`src/design/vbkr_pkg.sv`:
```
`timescale 1ns / 1ps

package vbkr_pkg;

    localparam int LEVEL_W = 6;
    localparam int MS_W    = 16;
    localparam int CLOCK_W = 32;
    localparam int CODE_W  = 10;
    localparam int CFG_IDX_W = 3;

    typedef enum logic [1:0]
    {
        OP_FRAME_BEGIN = 2'd0,
        OP_KEY_EVENT   = 2'd1,
        OP_FRAME_END   = 2'd2,
        OP_LOAD        = 2'd3
    } op_t;

    typedef enum logic [1:0]
    {
        KEY_RELEASE = 2'd0,
        KEY_PRESS   = 2'd1,
        KEY_REPEAT  = 2'd2,
        KEY_IGNORED = 2'd3
    } key_value_t;

    typedef enum logic [CFG_IDX_W-1:0]
    {
        REG_REPEAT_DELAY    = 3'd0,
        REG_REPEAT_INTERVAL = 3'd1,
        REG_STALE_GAP       = 3'd2,
        REG_VOLUME_TOP      = 3'd3,
        REG_BRIGHTNESS_TOP  = 3'd4
    } reg_idx_t;

    localparam logic [CODE_W-1:0] CODE_MENU_A   = 10'd317;
    localparam logic [CODE_W-1:0] CODE_MENU_B   = 10'd318;
    localparam logic [CODE_W-1:0] CODE_VOL_UP   = 10'd114;
    localparam logic [CODE_W-1:0] CODE_VOL_DOWN = 10'd115;

    localparam logic [MS_W-1:0]    RST_REPEAT_DELAY    = 16'd300;
    localparam logic [MS_W-1:0]    RST_REPEAT_INTERVAL = 16'd100;
    localparam logic [MS_W-1:0]    RST_STALE_GAP       = 16'd1000;
    localparam logic [LEVEL_W-1:0] RST_VOLUME_TOP      = 6'd20;
    localparam logic [LEVEL_W-1:0] RST_BRIGHTNESS_TOP  = 6'd10;

endpackage

```
`src/design/volume_brightness_key_repeat.sv`:
```
// an accepted word is held in the input register, then its result in the output register
// throughput: one word per cycle unless the output stalls; state and levels are registered
// a waiting result stalls the input once the input register also holds a word
// reset: async active low; levels, clock, key state cleared, registers to defaults
// configuration writes are registered and always ready
`timescale 1ns / 1ps

module volume_brightness_key_repeat
(
    input  logic                              clk,
    input  logic                              rst_n,
    input  logic                              in_valid,
    output logic                              in_ready,
    input  logic [1:0]                        op,
    input  logic [vbkr_pkg::MS_W-1:0]         elapsed_ms,
    input  logic                              is_key_event,
    input  logic [vbkr_pkg::CODE_W-1:0]       key_code,
    input  logic [1:0]                        key_value,
    input  logic [vbkr_pkg::LEVEL_W-1:0]      load_volume,
    input  logic [vbkr_pkg::LEVEL_W-1:0]      load_brightness,
    output logic                              out_valid,
    input  logic                              out_ready,
    output logic [vbkr_pkg::LEVEL_W-1:0]      volume_level,
    output logic [vbkr_pkg::LEVEL_W-1:0]      brightness_level,
    output logic                              volume_changed,
    output logic                              brightness_changed,
    input  logic                              cfg_valid,
    output logic                              cfg_ready,
    input  logic [vbkr_pkg::CFG_IDX_W-1:0]    cfg_index,
    input  logic [vbkr_pkg::MS_W-1:0]         cfg_data
);

    localparam int LW = vbkr_pkg::LEVEL_W;
    localparam int MW = vbkr_pkg::MS_W;
    localparam int CW = vbkr_pkg::CLOCK_W;

    // configuration
    logic [MW-1:0] repeat_delay_reg;
    logic [MW-1:0] repeat_interval_reg;
    logic [MW-1:0] stale_gap_reg;
    logic [LW-1:0] volume_top_reg;
    logic [LW-1:0] brightness_top_reg;

    // input stage
    logic                          s1_valid_reg;
    vbkr_pkg::op_t                 s1_op_reg;
    logic [MW-1:0]                 s1_elapsed_reg;
    logic                          s1_is_key_reg;
    logic [vbkr_pkg::CODE_W-1:0]   s1_code_reg;
    vbkr_pkg::key_value_t          s1_value_reg;
    logic [LW-1:0]                 s1_load_vol_reg;
    logic [LW-1:0]                 s1_load_bri_reg;

    // key state
    logic [CW-1:0] clock_reg,      clock_next;
    logic          stale_reg,      stale_next;
    logic          menu_reg,       menu_next;
    logic          plus_held_reg,  plus_held_next;
    logic          plus_fresh_reg, plus_fresh_next;
    logic [CW-1:0] plus_due_reg,   plus_due_next;
    logic          minus_held_reg, minus_held_next;
    logic          minus_fresh_reg, minus_fresh_next;
    logic [CW-1:0] minus_due_reg,  minus_due_next;
    logic [LW-1:0] volume_reg,     volume_next;
    logic [LW-1:0] bright_reg,     bright_next;

    // output stage
    logic          out_valid_reg;
    logic [LW-1:0] out_vol_reg;
    logic [LW-1:0] out_bri_reg;
    logic          out_vol_chg_reg;
    logic          out_bri_chg_reg;

    logic in_accept;
    logic out_load;

    assign out_load  = s1_valid_reg && (!out_valid_reg || out_ready);
    assign in_ready  = !s1_valid_reg || out_load;
    assign in_accept = in_valid && in_ready;
    assign cfg_ready = 1'b1;

    assign out_valid          = out_valid_reg;
    assign volume_level       = out_vol_reg;
    assign brightness_level   = out_bri_reg;
    assign volume_changed     = out_vol_chg_reg;
    assign brightness_changed = out_bri_chg_reg;

    always_ff @(posedge clk or negedge rst_n)
    begin
        if (!rst_n)
        begin
            repeat_delay_reg    <= vbkr_pkg::RST_REPEAT_DELAY;
            repeat_interval_reg <= vbkr_pkg::RST_REPEAT_INTERVAL;
            stale_gap_reg       <= vbkr_pkg::RST_STALE_GAP;
            volume_top_reg      <= vbkr_pkg::RST_VOLUME_TOP;
            brightness_top_reg  <= vbkr_pkg::RST_BRIGHTNESS_TOP;
        end
        else if (cfg_valid && cfg_ready)
        begin
            case (cfg_index)
                vbkr_pkg::REG_REPEAT_DELAY:    repeat_delay_reg    <= cfg_data;
                vbkr_pkg::REG_REPEAT_INTERVAL: repeat_interval_reg <= cfg_data;
                vbkr_pkg::REG_STALE_GAP:       stale_gap_reg       <= cfg_data;
                vbkr_pkg::REG_VOLUME_TOP:      volume_top_reg      <= cfg_data[LW-1:0];
                vbkr_pkg::REG_BRIGHTNESS_TOP:  brightness_top_reg  <= cfg_data[LW-1:0];
                default:
                begin
                end
            endcase
        end
    end

    always_ff @(posedge clk)
    begin
        if (in_accept)
        begin
            s1_op_reg       <= vbkr_pkg::op_t'(op);
            s1_elapsed_reg  <= elapsed_ms;
            s1_is_key_reg   <= is_key_event;
            s1_code_reg     <= key_code;
            s1_value_reg    <= vbkr_pkg::key_value_t'(key_value);
            s1_load_vol_reg <= load_volume;
            s1_load_bri_reg <= load_brightness;
        end
    end

    // per-word state update
    logic          key_ok;
    logic          key_on;
    logic          is_menu;
    logic [CW-1:0] delay_due;
    logic          held_p;
    logic          fresh_p;
    logic [CW-1:0] due_p;
    logic          held_m;
    logic          fresh_m;
    logic [CW-1:0] due_m;
    logic          menu_e;
    logic          fire_p;
    logic          fire_m;
    logic [LW-1:0] lvl_a;
    logic [LW-1:0] lvl_b;
    logic [LW-1:0] lvl_c;
    logic [LW-1:0] lvl_top;

    always_comb
    begin
        clock_next       = clock_reg;
        stale_next       = stale_reg;
        menu_next        = menu_reg;
        plus_held_next   = plus_held_reg;
        plus_fresh_next  = plus_fresh_reg;
        plus_due_next    = plus_due_reg;
        minus_held_next  = minus_held_reg;
        minus_fresh_next = minus_fresh_reg;
        minus_due_next   = minus_due_reg;
        volume_next      = volume_reg;
        bright_next      = bright_reg;

        key_ok    = !stale_reg && s1_is_key_reg && (s1_value_reg != vbkr_pkg::KEY_IGNORED);
        key_on    = (s1_value_reg != vbkr_pkg::KEY_RELEASE);
        is_menu   = s1_code_reg inside {vbkr_pkg::CODE_MENU_A, vbkr_pkg::CODE_MENU_B};
        delay_due = clock_reg + CW'(repeat_delay_reg);

        // a stale frame drops all key state before servicing
        held_p  = plus_held_reg && !stale_reg;
        fresh_p = plus_fresh_reg && !stale_reg;
        due_p   = stale_reg ? '0 : plus_due_reg;
        held_m  = minus_held_reg && !stale_reg;
        fresh_m = minus_fresh_reg && !stale_reg;
        due_m   = stale_reg ? '0 : minus_due_reg;
        menu_e  = menu_reg && !stale_reg;
        fire_p  = fresh_p || (held_p && (clock_reg >= due_p));
        fire_m  = fresh_m || (held_m && (clock_reg >= due_m));

        // plus steps first, then minus, on the same level
        lvl_a   = menu_e ? bright_reg : volume_reg;
        lvl_top = menu_e ? brightness_top_reg : volume_top_reg;
        lvl_b   = (fire_p && (lvl_a < lvl_top)) ? lvl_a + 1'b1 : lvl_a;
        lvl_c   = (fire_m && (lvl_b != '0)) ? lvl_b - 1'b1 : lvl_b;

        case (s1_op_reg)
            vbkr_pkg::OP_FRAME_BEGIN:
            begin
                clock_next = clock_reg + CW'(s1_elapsed_reg);
                stale_next = (s1_elapsed_reg > stale_gap_reg);
            end
            vbkr_pkg::OP_KEY_EVENT:
            begin
                if (key_ok)
                begin
                    if (is_menu)
                    begin
                        menu_next = key_on;
                    end
                    else if (s1_code_reg == vbkr_pkg::CODE_VOL_UP)
                    begin
                        plus_held_next  = key_on;
                        plus_fresh_next = key_on;
                        if (key_on)
                        begin
                            plus_due_next = delay_due;
                        end
                    end
                    else if (s1_code_reg == vbkr_pkg::CODE_VOL_DOWN)
                    begin
                        minus_held_next  = key_on;
                        minus_fresh_next = key_on;
                        if (key_on)
                        begin
                            minus_due_next = delay_due;
                        end
                    end
                end
            end
            vbkr_pkg::OP_FRAME_END:
            begin
                stale_next       = 1'b0;
                menu_next        = menu_e;
                plus_held_next   = held_p;
                minus_held_next  = held_m;
                // a fresh key always fires, so fresh is consumed here
                plus_fresh_next  = 1'b0;
                minus_fresh_next = 1'b0;
                plus_due_next    = (fire_p && !fresh_p) ?
                                   due_p + CW'(repeat_interval_reg) : due_p;
                minus_due_next   = (fire_m && !fresh_m) ?
                                   due_m + CW'(repeat_interval_reg) : due_m;
                if (menu_e)
                begin
                    bright_next = lvl_c;
                end
                else
                begin
                    volume_next = lvl_c;
                end
            end
            vbkr_pkg::OP_LOAD:
            begin
                volume_next = s1_load_vol_reg;
                bright_next = s1_load_bri_reg;
            end
            default:
            begin
            end
        endcase
    end

    always_ff @(posedge clk or negedge rst_n)
    begin
        if (!rst_n)
        begin
            s1_valid_reg    <= 1'b0;
            out_valid_reg   <= 1'b0;
            clock_reg       <= '0;
            stale_reg       <= 1'b0;
            menu_reg        <= 1'b0;
            plus_held_reg   <= 1'b0;
            plus_fresh_reg  <= 1'b0;
            plus_due_reg    <= '0;
            minus_held_reg  <= 1'b0;
            minus_fresh_reg <= 1'b0;
            minus_due_reg   <= '0;
            volume_reg      <= '0;
            bright_reg      <= '0;
        end
        else
        begin
            if (in_accept)
            begin
                s1_valid_reg <= 1'b1;
            end
            else if (out_load)
            begin
                s1_valid_reg <= 1'b0;
            end

            if (out_load)
            begin
                out_valid_reg <= 1'b1;
            end
            else if (out_ready)
            begin
                out_valid_reg <= 1'b0;
            end

            if (out_load)
            begin
                clock_reg       <= clock_next;
                stale_reg       <= stale_next;
                menu_reg        <= menu_next;
                plus_held_reg   <= plus_held_next;
                plus_fresh_reg  <= plus_fresh_next;
                plus_due_reg    <= plus_due_next;
                minus_held_reg  <= minus_held_next;
                minus_fresh_reg <= minus_fresh_next;
                minus_due_reg   <= minus_due_next;
                volume_reg      <= volume_next;
                bright_reg      <= bright_next;
            end
        end
    end

    always_ff @(posedge clk)
    begin
        if (out_load)
        begin
            out_vol_reg     <= volume_next;
            out_bri_reg     <= bright_next;
            out_vol_chg_reg <= (volume_next != volume_reg);
            out_bri_chg_reg <= (bright_next != bright_reg);
        end
    end

endmodule

```
`config.mk`:
```
export PLATFORM = sky130hd
export DESIGN_NAME = volume_brightness_key_repeat
export DESIGN_NICKNAME = d
export VERILOG_FILES = /design/src/design/vbkr_pkg.sv /design/src/design/volume_brightness_key_repeat.sv
export SDC_FILE = /design/constraint.sdc
export NUM_CORES = 1
export LEC_CHECK = 0
export BUFFER_PORTS_ARGS = -buffer_cell sky130_fd_sc_hd__buf_2
export CAP_MARGIN = 30
export CORE_MARGIN = 4
export CORE_UTILIZATION = 45
export DETAILED_ROUTE_END_ITERATION = 10
export HOLD_SLACK_MARGIN = 0.1
export MAX_ROUTING_LAYER = met4
export PLACE_DENSITY = 0.64
export SLEW_MARGIN = 25
export SYNTH_ARGS = -nofsm -noshare
export SYNTH_HDL_FRONTEND = slang
export SYNTH_SLANG_ARGS = --single-unit
```
`constraint.sdc`:
```
create_clock -name clk -period 8 [get_ports clk]
set_input_delay 0.4 -clock clk [delete_from_list [all_inputs] [get_ports clk]]
set_output_delay 0.4 -clock clk [all_outputs]
set_load 0.005 [all_outputs]
```
==> impl.org, run 1 <==
** GRT
- The number of antenna violations at the first check in global routing came to 0.
- Global-route wire length before repair :: between 70,000 and 80,000 um
- In the global route stage, met2 resource usage came out at 0.381.
- Met1 demand-to-capacity share in global routing :: 0.309
- Summed over all layers, the global routing overflow is 0.
- The layer flagged by global routing as most heavily used is met2.
- In the global route stage, overall resource usage came out at 0.232.
- The via count of the first global-routing pass came to roughly 14,000.
- Pin count of the biggest net entering global routing :: 109
- For this run, global-route usage on met3 was measured as 0.0250.

** Power and ir drop
- Cell area power density :: between 300 and 400 mW/mm^2
- VDD IR max :: 0.000168 V
- For this design the static power due to leakage is roughly 0.0086 uW.

** Die
- From left edge to right edge, the die measures between 200 and 250 um.
- Number of rows in the core area :: 70
- Die footprint :: 0.0406 mm^2
- Starting utilization of the core area :: 0.458
- During I/O placement, the number of pins put on the boundary was between 80 and 90.
- Y dimension of the die :: slightly above 200 um
- Std-Cell Core Area :: between 0.03 and 0.04 mm^2

** Logic synthesis
- Main combinational cell family by area after synthesis :: compound AO/OA/AOI/OAI gates
- By area the synthesized netlist is led by dfrtp_1 24%, ha_1 12%, edfxtp_1 10%, nand2_1 4.2%, o21ai_0 3.7%.
- Synthesis produced a netlist with a net count of 2,062.
- Post-synthesis sequential area ratio :: 0.364
- Yosys printed 0 warnings.
- Number of flops mapped to enable cells by yosys :: 57
- Mux share of post-synthesis cell area :: 0.0577
- Synth unique cells :: 88
- Post-synthesis share of cell area spent on and, or, nand and nor gates :: 0.175
- Proportion of netlist area held by the largest area contributor :: 0.236
- Synthesized-area fraction occupied by ao, oa, aoi and oai cells :: 0.192
- Dividing the synthesized area by the synthesized cell count gives 9.18 um^2.
- Of the total synthesized cell area, the portion taken by full adders, half adders and majority gates is 0.121.
- Synthesis produced around 1,800 cells.
- Flip-flop cell with the highest count after synthesis :: dfrtp_1
- After synthesis the netlist holds a flip-flop and latch count of 233.
- The mapped netlist covers about 0.017 mm^2.
- Largest area contributor in the netlist :: dfrtp_1
- Counting flops with an async set or reset pin after synthesis yields a share of 0.755.
- Of the total synthesized cell area, the portion taken by XOR and XNOR cells is 0.0447.

** Run
- Across the run, the number of max-cap violations was 0.

** Routing
- In the final routed layout, each cell accounts on average for around 19 um.
- Detailed routing inserted a total of between 10,000 and 15,000 vias.
- Using the TritonRoute via totals, the vias-per-cell ratio works out to around 5.8.
- After detailed routing, the number of remaining DRC violations is 0.
- In this run, the number of DRC markers left after iteration 0 of detailed routing was a little over 800.
- Summed over all layers, the routed wires come to 46,500 um.
- Number of nets with antenna violations after routing :: 0
- For this run, the detailed router's first-pass iteration total came to 8.

** Finish
- The final layout contains ~2,200 nets.
- The area growth from synthesis to layout is 13.7%.
- Once layout is complete, the utilization of the core stands at 0.521.
- # diodes :: 0
- The layout has approximately 3,500 filler cells.
- Summing all multi-input logic gate instances after layout gives 0.00999 mm^2.
- Share of final-layout standard cells stronger than drive strength 1 :: 0.127
- Area taken by flip-flops and latches :: a little over 0.006 mm^2

** Clock network
- The number of hold buffers added after CTS was 54.
- TritonCTS built the clock tree.
- Counting along the longest clock path gives a buffer depth of 3.
- Number of resized instances in the post-cts repair step :: 0
- Maximum level of the CTS H-tree :: 1
- The clock reaches the later pin of the worst-skew pair after between 0.5 and 0.6 ns.
- After clock tree synthesis, the clock-pin slew on the worst setup and hold paths is about 0.060 ns.
- Clk sinks :: 233
- Clock root buffer :: clkbuf_16
- Post-CTS Repair Setup Buffers :: 0
- Inserted Clock Buffers :: 28

** STA
- Final clock skew :: roughly 0.0094 ns
- In the finished design, the share of the clock period the worst path needs comes to 0.768.
- Number of failing setup endpoints in the final timing report :: 0
- The final count of hold timing violations came to 0.
- Setup ws final :: roughly 1.9 ns
- The final number of max-transition violations was 0.
- Worst hold slack :: 0.138 ns
- RSZ-0062 raised after global routing :: false
- Total Neg Setup Slack :: 0 ns
- Measured against its own limit, the worst slew margin works out to 0.346.
- The smallest clock period supported by the final layout is computed as between 6 and 7 ns.
- For the pin with the worst max-slew slack, the measured transition is approximately 0.97 ns.
- Peak clock frequency supported by timing :: 163 MHz

** Setup path
- The critical path in this run is classified as reg -> reg.
- STA puts the critical path data required time at between 8 and 9 ns.
- Worst reg2reg setup slack :: roughly 1.9 ns
- Cells on worst reg2reg path :: 20
- Startpoint types :: register
- Arrival time reported for the critical path endpoint :: about 6.4 ns
- Beginning of the worst register-to-register path :: stale_reg
- Reg-to-reg critical path endpoint :: brightness_changed
- The worst setup path is captured at a register.
- Along the worst path, the maximum fanout reaches 21.

** Worst hold path
- The min-delay analysis places its worst path in the category in -> reg.
- Startpoint of the lowest-slack hold path :: cfg_data[5]
- Hold path depth :: 3
- For hold timing, the worst endpoint is stale_gap_reg[5].

** Place
- Count of input and output buffers :: 82
- Routability Congestion :: slightly above 0.9
- HPWL after DPL :: between 30,000 and 40,000 um
- At the placement stage, the worst setup path has a slack of roughly 1.9 ns.

** Outcome
- Outcome :: complete, no violations
## report_power, final
group / leakage (uW) / switching, uW / internal (uW)
clock network: 0.000433 / 515 / 688
registers: 0.00272 / 323 / 1530
logic: 0.00543 / 1790 / 1320
## cells in the mapped netlist, types with 37 or more instances
master and number:
xnor2_1 46, a21o_1 45, ha_1 156, inv_1 122, dfrtp_1 159, mux2_2 56
nor2_1 116, clkbuf_1 57, nand2b_1 71, edfxtp_1 57, a211oi_1 37, nand2_1 189
xor2_1 38, o21ai_0 126, a21oi_1 97
## how the worst max path moves through the flow
| stage | startpoint | endpoint | slack, ns |
|---|---|---|---|
| 3_3_place_gp | stale_reg | brightness_changed | 2.04 |
| 4_1_cts | stale_reg | brightness_changed | 1.93 |
| 5_1_grt | stale_reg | brightness_changed | 1.42 |
| 6_report | stale_reg | brightness_changed | 1.86 |
| 2_1_floorplan | stale_reg | volume_changed | 2.76 |
| 3_5_place_dp | stale_reg | brightness_changed | 1.94 |
## through the flow
stage                     cell area, um^2  instances  total power, uW
after global routing                19200       2439             6700
final                               19200       2439             6160
after CTS                           19100       2438             6180
after global placement              17700       2330             4840
after detailed placement            17700       2332             4920
after floorplan                     16800       1835             4120
## worst max-delay path, cell delays in order, from the launching register on
cell	delay [ns]
dfrtp_2	0.41
nand2b_1	0.70
mux2i_1	0.49
inv_1	0.17
ha_1	0.34
nand3_1	0.08
a311oi_1	0.27
a211oi_2	0.09
o21ai_0	0.43
nor2_1	0.14
mux2_2	0.34
inv_1	0.09
ha_1	0.17
nand3_1	0.07
or4_4	0.45
a22oi_2	0.42
or3_1	0.19
and2_1	0.28
mux2_2	0.38
o31ai_1	0.24
a31oi_1	0.12
## layout by cell type (no fill, tap or decap), types with 57 or more instances in the layout
cell and instances:
a21oi_1 97, buf_2 82, dfrtp_1 158, edfxtp_1 57
ha_1 155, inv_1 122, nand2_1 188, nand2b_1 71
nor2_1 116, o21ai_0 126
## kinds of logic after synthesis
kind of cell / Yosys count
simple gates: 589
fa+ha+maj: 160
flops: 233
mux: 90
buf+inv: 194
xor+xnor: 85
compound gates: 483
other cells: 1
## final cells by class
class | count | share of cell area
timing repair buffer | 154 | 0.0581
tap | 468 | 0.0306
multi-input combinational | 1408 | 0.521
clock inverter | 15 | 0.00385
sequential | 233 | 0.320
clock buffer | 37 | 0.0411
inverter | 124 | 0.0244
## layer usage
metal	wire, um	up-vias
met3	1760	87
li1	-	6914
met5	0	-
met4	1390	0
met2	22000	281
met1	21300	6835
Note: power is estimated with default switching activity, not from simulation.
==> run 2: changes to the inputs <==
ABC_AREA = 1   (was default)
PLACE_DENSITY = 0.66   (was 0.64)
clock period = 5.25 ns   (was 8 ns; I/O delays follow)
==> run 2 against run 1 <==
Count of clock-buffer cells in the layout increased by 1. Cell count increased by 15%. Clock power increased by 66%. Routed wire length increased by 0.38%. Area after synthesis decreased by 2.7%. Total power increased by 66%. Clock skew increased by 0.013 ns. Sequential share of layout area increased by 0.44 points. Design area decreased by 1.4%. Global-route usage increased by 0.94 points. Synthesized cell count increased by 19%. Worst hold slack improved by 0.10 ns. Critical path type unchanged. Critical endpoint is now volume_changed. Largest cell class unchanged. Highest routed layer unchanged.
==> impl.org, run 2 <==
** Die
- Y dimension of the die :: about 200 um
- Number of rows in the core area :: 69
- The die covers 0.0395 mm^2.
- Die width :: 199 um
- Std-Cell Core Area :: 0.0357 mm^2
- Pin placement for this block handled 84 I/O pins.
- Starting utilization of the core area :: 0.459

** STA
- The final count of hold timing violations came to 0.
- The final number of max-transition violations was 0.
- Final clock skew :: between 0.02 and 0.025 ns
- Number of failing setup endpoints in the final timing report :: 0
- Peak clock frequency supported by timing :: around 220 MHz
- Setup ws final :: a little over 0.7 ns
- RSZ-0062 raised after global routing :: false
- Share of the cycle needed by the critical path after routing :: 0.862
- Headroom to the max-slew limit came out at 0.359.
- For the pin with the worst max-slew slack, the measured transition is 0.961 ns.
- For the finished layout, the period the worst path requires is 4.53 ns.
- Total Neg Setup Slack :: 0 ns

** Power and ir drop
- Lkg Pwr :: 0.00926 uW
- Of the total power, the share spent switching nets is 0.458.
- VDD IR max :: approximately 0.00030 V
- The share of total power dissipated in the clock network is 0.194.
- Of the total power, registers draw 0.276.
- The internal power of the cells totals roughly 5500 uW.
- Of the total power, combinational logic draws 0.530.
- For this design the total switching power over the nets is ~4700 uW.
- The design draws approximately 10,000 uW.
- Cell area power density :: 541 mW/mm^2

** Place
- HPWL after DPL :: ~35,000 um
- Count of input and output buffers :: between 80 and 90
- Routability Congestion :: about 0.94
- Worst slack after detailed placement :: between 0.7 and 0.8 ns

** Setup path
- On the critical path, the stage with the largest delay is an instance of dfrtp_2.
- Worst reg2reg setup slack :: 0.72 ns
- Number of buffer and inverter stages on the critical path :: 2
- Cells on worst reg2reg path :: 24
- Arrival time reported for the critical path endpoint :: 4.84 ns
- The setup path with the least slack is of type reg -> reg.
- Traced cell by cell, the critical path runs through inv_4, nand2_4, nand2_1, o21ai_1, ha_1, nand2_1, o21ai_0, a21oi_4, nand3_1, nand2_1, ha_1, nand3_1, nor2_2, nand2_4, nand2_4, nand2_2, nand3_1, nand2_1, nand2_1, nand2_1, inv_1, nand2_1, nor2_1, nand2_1.
- CP Max Fanout :: 32
- Beginning of the worst register-to-register path :: stale_reg
- STA classifies the critical path startpoint as a register.
- In this design, the stage delay of the slowest critical-path cell is roughly 0.79 ns.
- Kind of end point of the critical path :: register
- Counting stages on the worst path, the most repeated cell is nand2_1.
- Reg-to-reg critical path endpoint :: volume_changed
- Broken down by cell family, the worst path's largest delay share belongs to simple AND/OR/NAND/NOR gates.
- Data required time at the worst endpoint :: around 5.6 ns

** GRT
- Vias in the first global route :: 14,451
- Global routing finished with a remaining overflow of 0.
- For this run, the total global-route usage over all layers was measured as 0.242.
- Global-route wire length before repair :: approximately 75,000 um
- Pin count of the biggest net entering global routing :: 97
- The number of antenna violations at the first check in global routing is 0.

** Clock network
- Number of resized instances in the post-cts repair step :: 0
- Clock root buffer :: clkbuf_16
- Maximum root-to-sink buffer count :: 3
- In this run the number of H-tree levels came out at 1.
- Post-CTS Repair Setup Buffers :: 0
- TritonCTS built the clock tree.
- Clock-pin slew was measured on the worst setup and hold paths at 0.06 ns.
- Hold repair after CTS inserted between 60 and 70 buffers.
- For this design, the sink count on the clock tree is 233.
- Clock latency on the worst-skew pair, taken at its later pin, is around 0.57 ns.
- Inserted Clock Buffers :: 28

** Routing
- Across all layers, the routed design uses between 10,000 and 15,000 vias.
- For this block, the routed nets add up to around 47,000 um of wire.
- Once detail routing completed, the nets flagged for antenna violations numbered 0.
- Using the TritonRoute via totals, the vias-per-cell ratio works out to roughly 5.3.
- Number of DRC markers after the initial detailed-route iteration :: a little under 1,000
- Wire per inst :: roughly 17 um
- The first detailed-routing pass ran for 6 iterations.
- After detailed routing, the number of remaining DRC violations is 0.

** Logic synthesis
- Largest area contributor in the netlist :: dfrtp_1
- The synthesized design contains 57 enable-type register cells.
- The synthesized design contains roughly 230 register bits.
- Synth unique cells :: 50
- Post-synthesis instance area :: around 0.016 mm^2
- The share of the Yosys chip area taken by registers is 0.374.
- Proportion of netlist area held by the largest area contributor :: 0.243
- In the synthesized netlist the async set-or-reset flop fraction comes to 0.755.
- Number of instances in the synthesized netlist :: between 2,000 and 2,500
- A synthesized cell averages around 7.5 um^2.
- For this run, the number of Yosys warnings is 0.
- Most common cell in the synthesized netlist :: nand2_1
- By count the netlist is led by 469 x nand2_1, 307 x inv_1, 229 x o21ai_0, 188 x nor2_1, 182 x a21oi_1.
- After synthesis, the cell types taking the most area are dfrtp_1 24%, ha_1 12%, nand2_1 11%, edfxtp_1 10%, inv_1 7.0%.
- Counting every net in the synthesized netlist gives 2,404.
- Among all flip-flop cells after synthesis, the most frequent one is dfrtp_1.

** Finish
- Relative to the synthesized area, the layout overhead comes to 15.2%.
- Commonest cells after routing, fill and taps aside :: 468 x nand2_1, 305 x inv_1, 229 x o21ai_0
- Area taken by flip-flops and latches :: about 0.0061 mm^2
- After filler insertion, the fill cell instance count of the layout stands at about 3,400.
- In the final layout, the share of cells above drive strength 1 is 0.0832.
- The number of antenna diodes in the final layout is 0.
- For this run, the share of the core covered by cells in the final layout is 0.529.
- Net count, final :: ~2,500
- The library cell used most frequently in the layout, excluding fill and tap cells, is nand2_1.
- Multi-input combinational cell area :: roughly 0.0088 mm^2

** Worst hold path
- Worst hold-check path type :: in -> reg
- In this run the most critical hold path is launched from cfg_valid.
- Counting instances, the worst hold path has a depth of 3.
- Terminating pin of the worst hold path :: brightness_top_reg[3]

** Outcome
- The flow ran to the end, and the final reports show no timing, DRC or antenna violations.

** Run
- The tool flagged a number of max-cap violations equal to 0.
[run 2: metal layers]
layer  vias to the layer above  track usage  part of all wire
li1                       7496            -                 -
met1                      6905        0.319              0.45
met2                       398        0.385              0.46
met3                        97       0.0361             0.060
met4                         0       0.0765             0.033
met5                         -            -                 0
[run 2: final cells by class]
cell class,count,area share
inverter,317,0.0631
multi-input combinational,1568,0.468
sequential,233,0.325
clock inverter,14,0.00808
tap,461,0.0305
timing repair buffer,162,0.0635
clock buffer,38,0.0418
[run 2: through the flow]
step | cell area [um^2] | std cells | hold slack [ns]
detailed placement | 17300 | 2676 | 0.436
floorplan | 16400 | 2177 | -0.0331
finish | 18900 | 2793 | 0.239
global route | 18900 | 2793 | 0.287
global placement | 17300 | 2675 | 0.426
CTS | 18900 | 2792 | 0.228
[run 2: cells by family after synthesis]
logic type	Yosys count	synth area share
flops	233	0.374
other cells	1	0.000229
xor+xnor	68	0.0363
mux	5	0.00305
fa+ha+maj	160	0.124
simple gates	820	0.206
compound gates	514	0.169
buf+inv	376	0.0874
[run 2: worst max-delay path by stage]
stage	startpoint	to	slack, ns	depth (start not counted)
2_1_floorplan	stale_reg	volume_changed	0.91	36
3_3_place_gp	stale_reg	volume_changed	0.84	29
3_5_place_dp	stale_reg	volume_changed	0.74	29
4_1_cts	stale_reg	volume_changed	0.72	29
5_1_grt	stale_reg	volume_changed	0.35	29
6_report	stale_reg	volume_changed	0.72	24
[run 2: power by group through the flow]
stage	registers (uW)	logic, uW	clock network [uW]
5_1_grt	2890	6200	2110
6_report	2820	5420	1990
4_1_cts	2820	5390	2040
3_5_place_dp	2840	5310	0
2_1_floorplan	2670	4110	0
3_3_place_gp	2840	5190	0
[run 2: worst min-delay path, cell delays in order]
cell     delay [ns]
buf_2          0.10
nand3_1        0.30
o21ai_0        0.13
==> run 3: changes to the inputs <==
CORE_MARGIN = 2   (was 4)
==> run 3 against run 2 <==
Via count up 0.66%. Global-route usage up 1.2 points. Non-clock buffer count down 1. Critical path depth up 5. Utilization up 0.19 points. First-iteration DRC count up 18%. Count of clock-buffer cells in the layout up 6. Register-to-register slack worse by 0.10 ns. Cell count unchanged. Die area down 4.0%. Combinational power about the same. Critical path type unchanged. Critical endpoint unchanged. Largest power group unchanged.
==> impl.org, run 3 (synthesis results as in run 2) <==
** Outcome
- The flow ran to the end, and the final reports show no timing, DRC or antenna violations.

** STA
- RSZ-0062 raised after global routing :: false
- The final number of max-transition violations is 0.
- For the pin with the worst max-slew slack, the measured transition is between 0.9 and 1 ns.
- Hold Fails Final Rpt :: 0
- Setup violations remaining at the end of the flow were counted as 0.
- In this run the tightest slew margin relative to its limit is 0.341.
- Of the available clock period, the critical path in the final layout requires 0.881.
- Peak clock frequency supported by timing :: roughly 220 MHz
- Setup slack closes at just over 0.6 ns.
- Final critical delay including setup and external delays :: between 4 and 5 ns
- Total Neg Setup Slack :: 0 ns
- Final clock skew :: around 0.027 ns

** Finish
- At the end of the flow, the number of nets in the layout was about 2,500.
- The repair_antennas step left the layout with diodes totalling 0.
- Of the cells placed in the final design, the portion with a size suffix greater than 1 is 0.0858.
- Commonest cells after routing, fill and taps aside :: 467 x nand2_1, 305 x inv_1, 229 x o21ai_0
- Layout Area Growth over Synthesis :: 15.7%
- Leaving out fill and tap cells, the most frequent cell in the layout is nand2_1.

** Routing
- Number of nets with antenna violations after routing :: 0
- The detailed router put a total of around 21,000 um of wire on met1.
- In the detailed route, the total length drawn on met2 is around 22,000 um.
- In the routed layout, each cell is associated on average with a via count of 5.37.
- Total wirelength of the detailed-routed design :: about 47,000 um
- Met3 WL :: roughly 2300 um
- The pre-antenna-repair detailed-routing pass consisted of 6 iterations.
- Post-detailed-route DRC marker count :: 0
- Top Layer Used :: met4
- The detailed router placed 14,994 vias in this run.
- Dividing the detail-routed wire length by the instance count gives approximately 17 um.
- For this block, the initial DRC count from the detailed router was between 1,000 and 1,500.

** Clock network
- Clock tree synthesis inserted a total of 29 buffers.
- TritonCTS built the clock tree.
- Number of resized instances in the post-cts repair step :: 0
- Clk sinks :: around 230
- In this run the number of H-tree levels came out at 1.
- Clock edge transition at the registers on the reported setup and hold paths :: 0.06 ns
- Clock root buffer :: clkbuf_16
- The longest clock path from root to sink contains 3 buffers.
- After clock tree synthesis, the setup repair step added 0 buffers.
- Clock insertion delay at the later pin of the skew report :: between 0.5 and 0.6 ns

** Place
- The HPWL after detailed placement is roughly 35,000 um.
- The count of buffers added on input and output ports is 82.
- Routability Congestion :: ~0.96
- Worst slack after detailed placement :: between 0.6 and 0.7 ns

** Setup path
- Data required time at the worst endpoint :: between 5 and 6 ns
- WS Path Type :: reg -> reg
- STA classifies the critical path endpoint as a register.
- Critical path's most frequent cell :: nand2_1
- Worst setup path start :: stale_reg
- Among all stages on the critical path, the largest delay is contributed by dfrtp_2.
- Along the worst path, the maximum fanout reaches 36.
- Number of buffer and inverter stages on the critical path :: 3
- On the critical path the largest part of the delay comes from simple AND/OR/NAND/NOR gates.
- Arrival time reported for the critical path endpoint :: between 4 and 5 ns
- Beginning of the worst register-to-register path :: stale_reg
- Startpoint types :: register
- In this design, the stage delay of the slowest critical-path cell is 0.91 ns.

** Die
- Y dimension of the die :: a little under 200 um
- The initialized floorplan defines approximately 70 standard-cell rows.
- The floorplan step set the die width to ~200 um.
- Std-Cell Core Area :: between 0.03 and 0.04 mm^2
- The initial utilization of the core area, before any placement, comes to 0.459.
- Die footprint :: 0.0380 mm^2
- For this design the top-level I/O count stands at 84.

** GRT
- Overflow left after global routing :: 0
- Entering global routing, the biggest net connects between 100 and 150 pins.
- Vias in the first global route :: 14,373
- Number of antenna violations at the first check in global routing :: 0
- Global-route wire length before repair :: about 75,000 um
- Overall fraction of global-route tracks in use :: 0.253

** Worst hold path
- Startpoint of the lowest-slack hold path :: cfg_data[5]
- In this run the worst hold path is classified as in -> reg.

** Run
- Number of maximum-capacitance violations :: 0

** Power and ir drop
- Cell area power density :: 548 mW/mm^2
- VDD IR max :: 0.000309 V
- In this run the static leakage power is ~0.0093 uW.
- Tot Pwr :: ~10,000 uW
## run 3: cell count changes in the layout (fill, tap and decap cells not counted), moves of 3 or more
cell / before / now
clkinv_1: 5 / 2
clkinvlp_4: 0 / 4
clkbuf_8: 4 / 11
clkinv_2: 7 / 1
## run 3: where the power goes
part	switching, uW	internal, uW
clock network	827	1300
logic	3470	1960
registers	451	2390
## run 3: what timing repair did
action,in CTS,in global routing
endpoints found under the setup margin,0,0
hold endpoints to repair,160,0
hold buffers,63,0
## run 3: worst paths after layout
kind	slack [ns]	cells past startpoint	endpoint
setup / recovery	0.62	29	volume_changed
setup reg to reg	0.62	29	volume_changed
max in group asynchronous	3.95	3	stale_reg
hold / removal	0.13	3	brightness_top_reg[5]
hold reg to reg	0.48	2	stale_gap_reg[12]
min in group asynchronous	0.26	2	stale_gap_reg[10]
## run 3: metrics by stage
stage	utilization	cell area, um^2	hold WS (ns)	cells
after floorplan	-	16400	-0.0331	2177
after global placement	0.484	17300	0.293	2675
after detailed placement	0.484	17300	0.302	2676
after CTS	0.530	19000	0.105	2792
after global routing	0.531	19000	0.153	2793
final	0.531	19000	0.131	2793
## run 3: cell type report
type	instances	area, um^2
timing repair buffer	161	1190
multi-input combinational	1568	8850
fill	3426	16800
tap	461	577
clock inverter	9	134
sequential	233	6140
clock buffer	44	882
inverter	317	1190
## run 3: per-layer routing
layer / vias to the layer above / global-route usage
met2: 371 / 0.418
met3: 73 / 0.0309
li1: 7491 / -
met5: - / -
met4: 0 / 0.0659
met1: 7059 / 0.331
## run 3: worst min-delay path, cell delays in order
cell     delay [ns]
buf_2          0.07
inv_1          0.13
o21ai_0        0.18
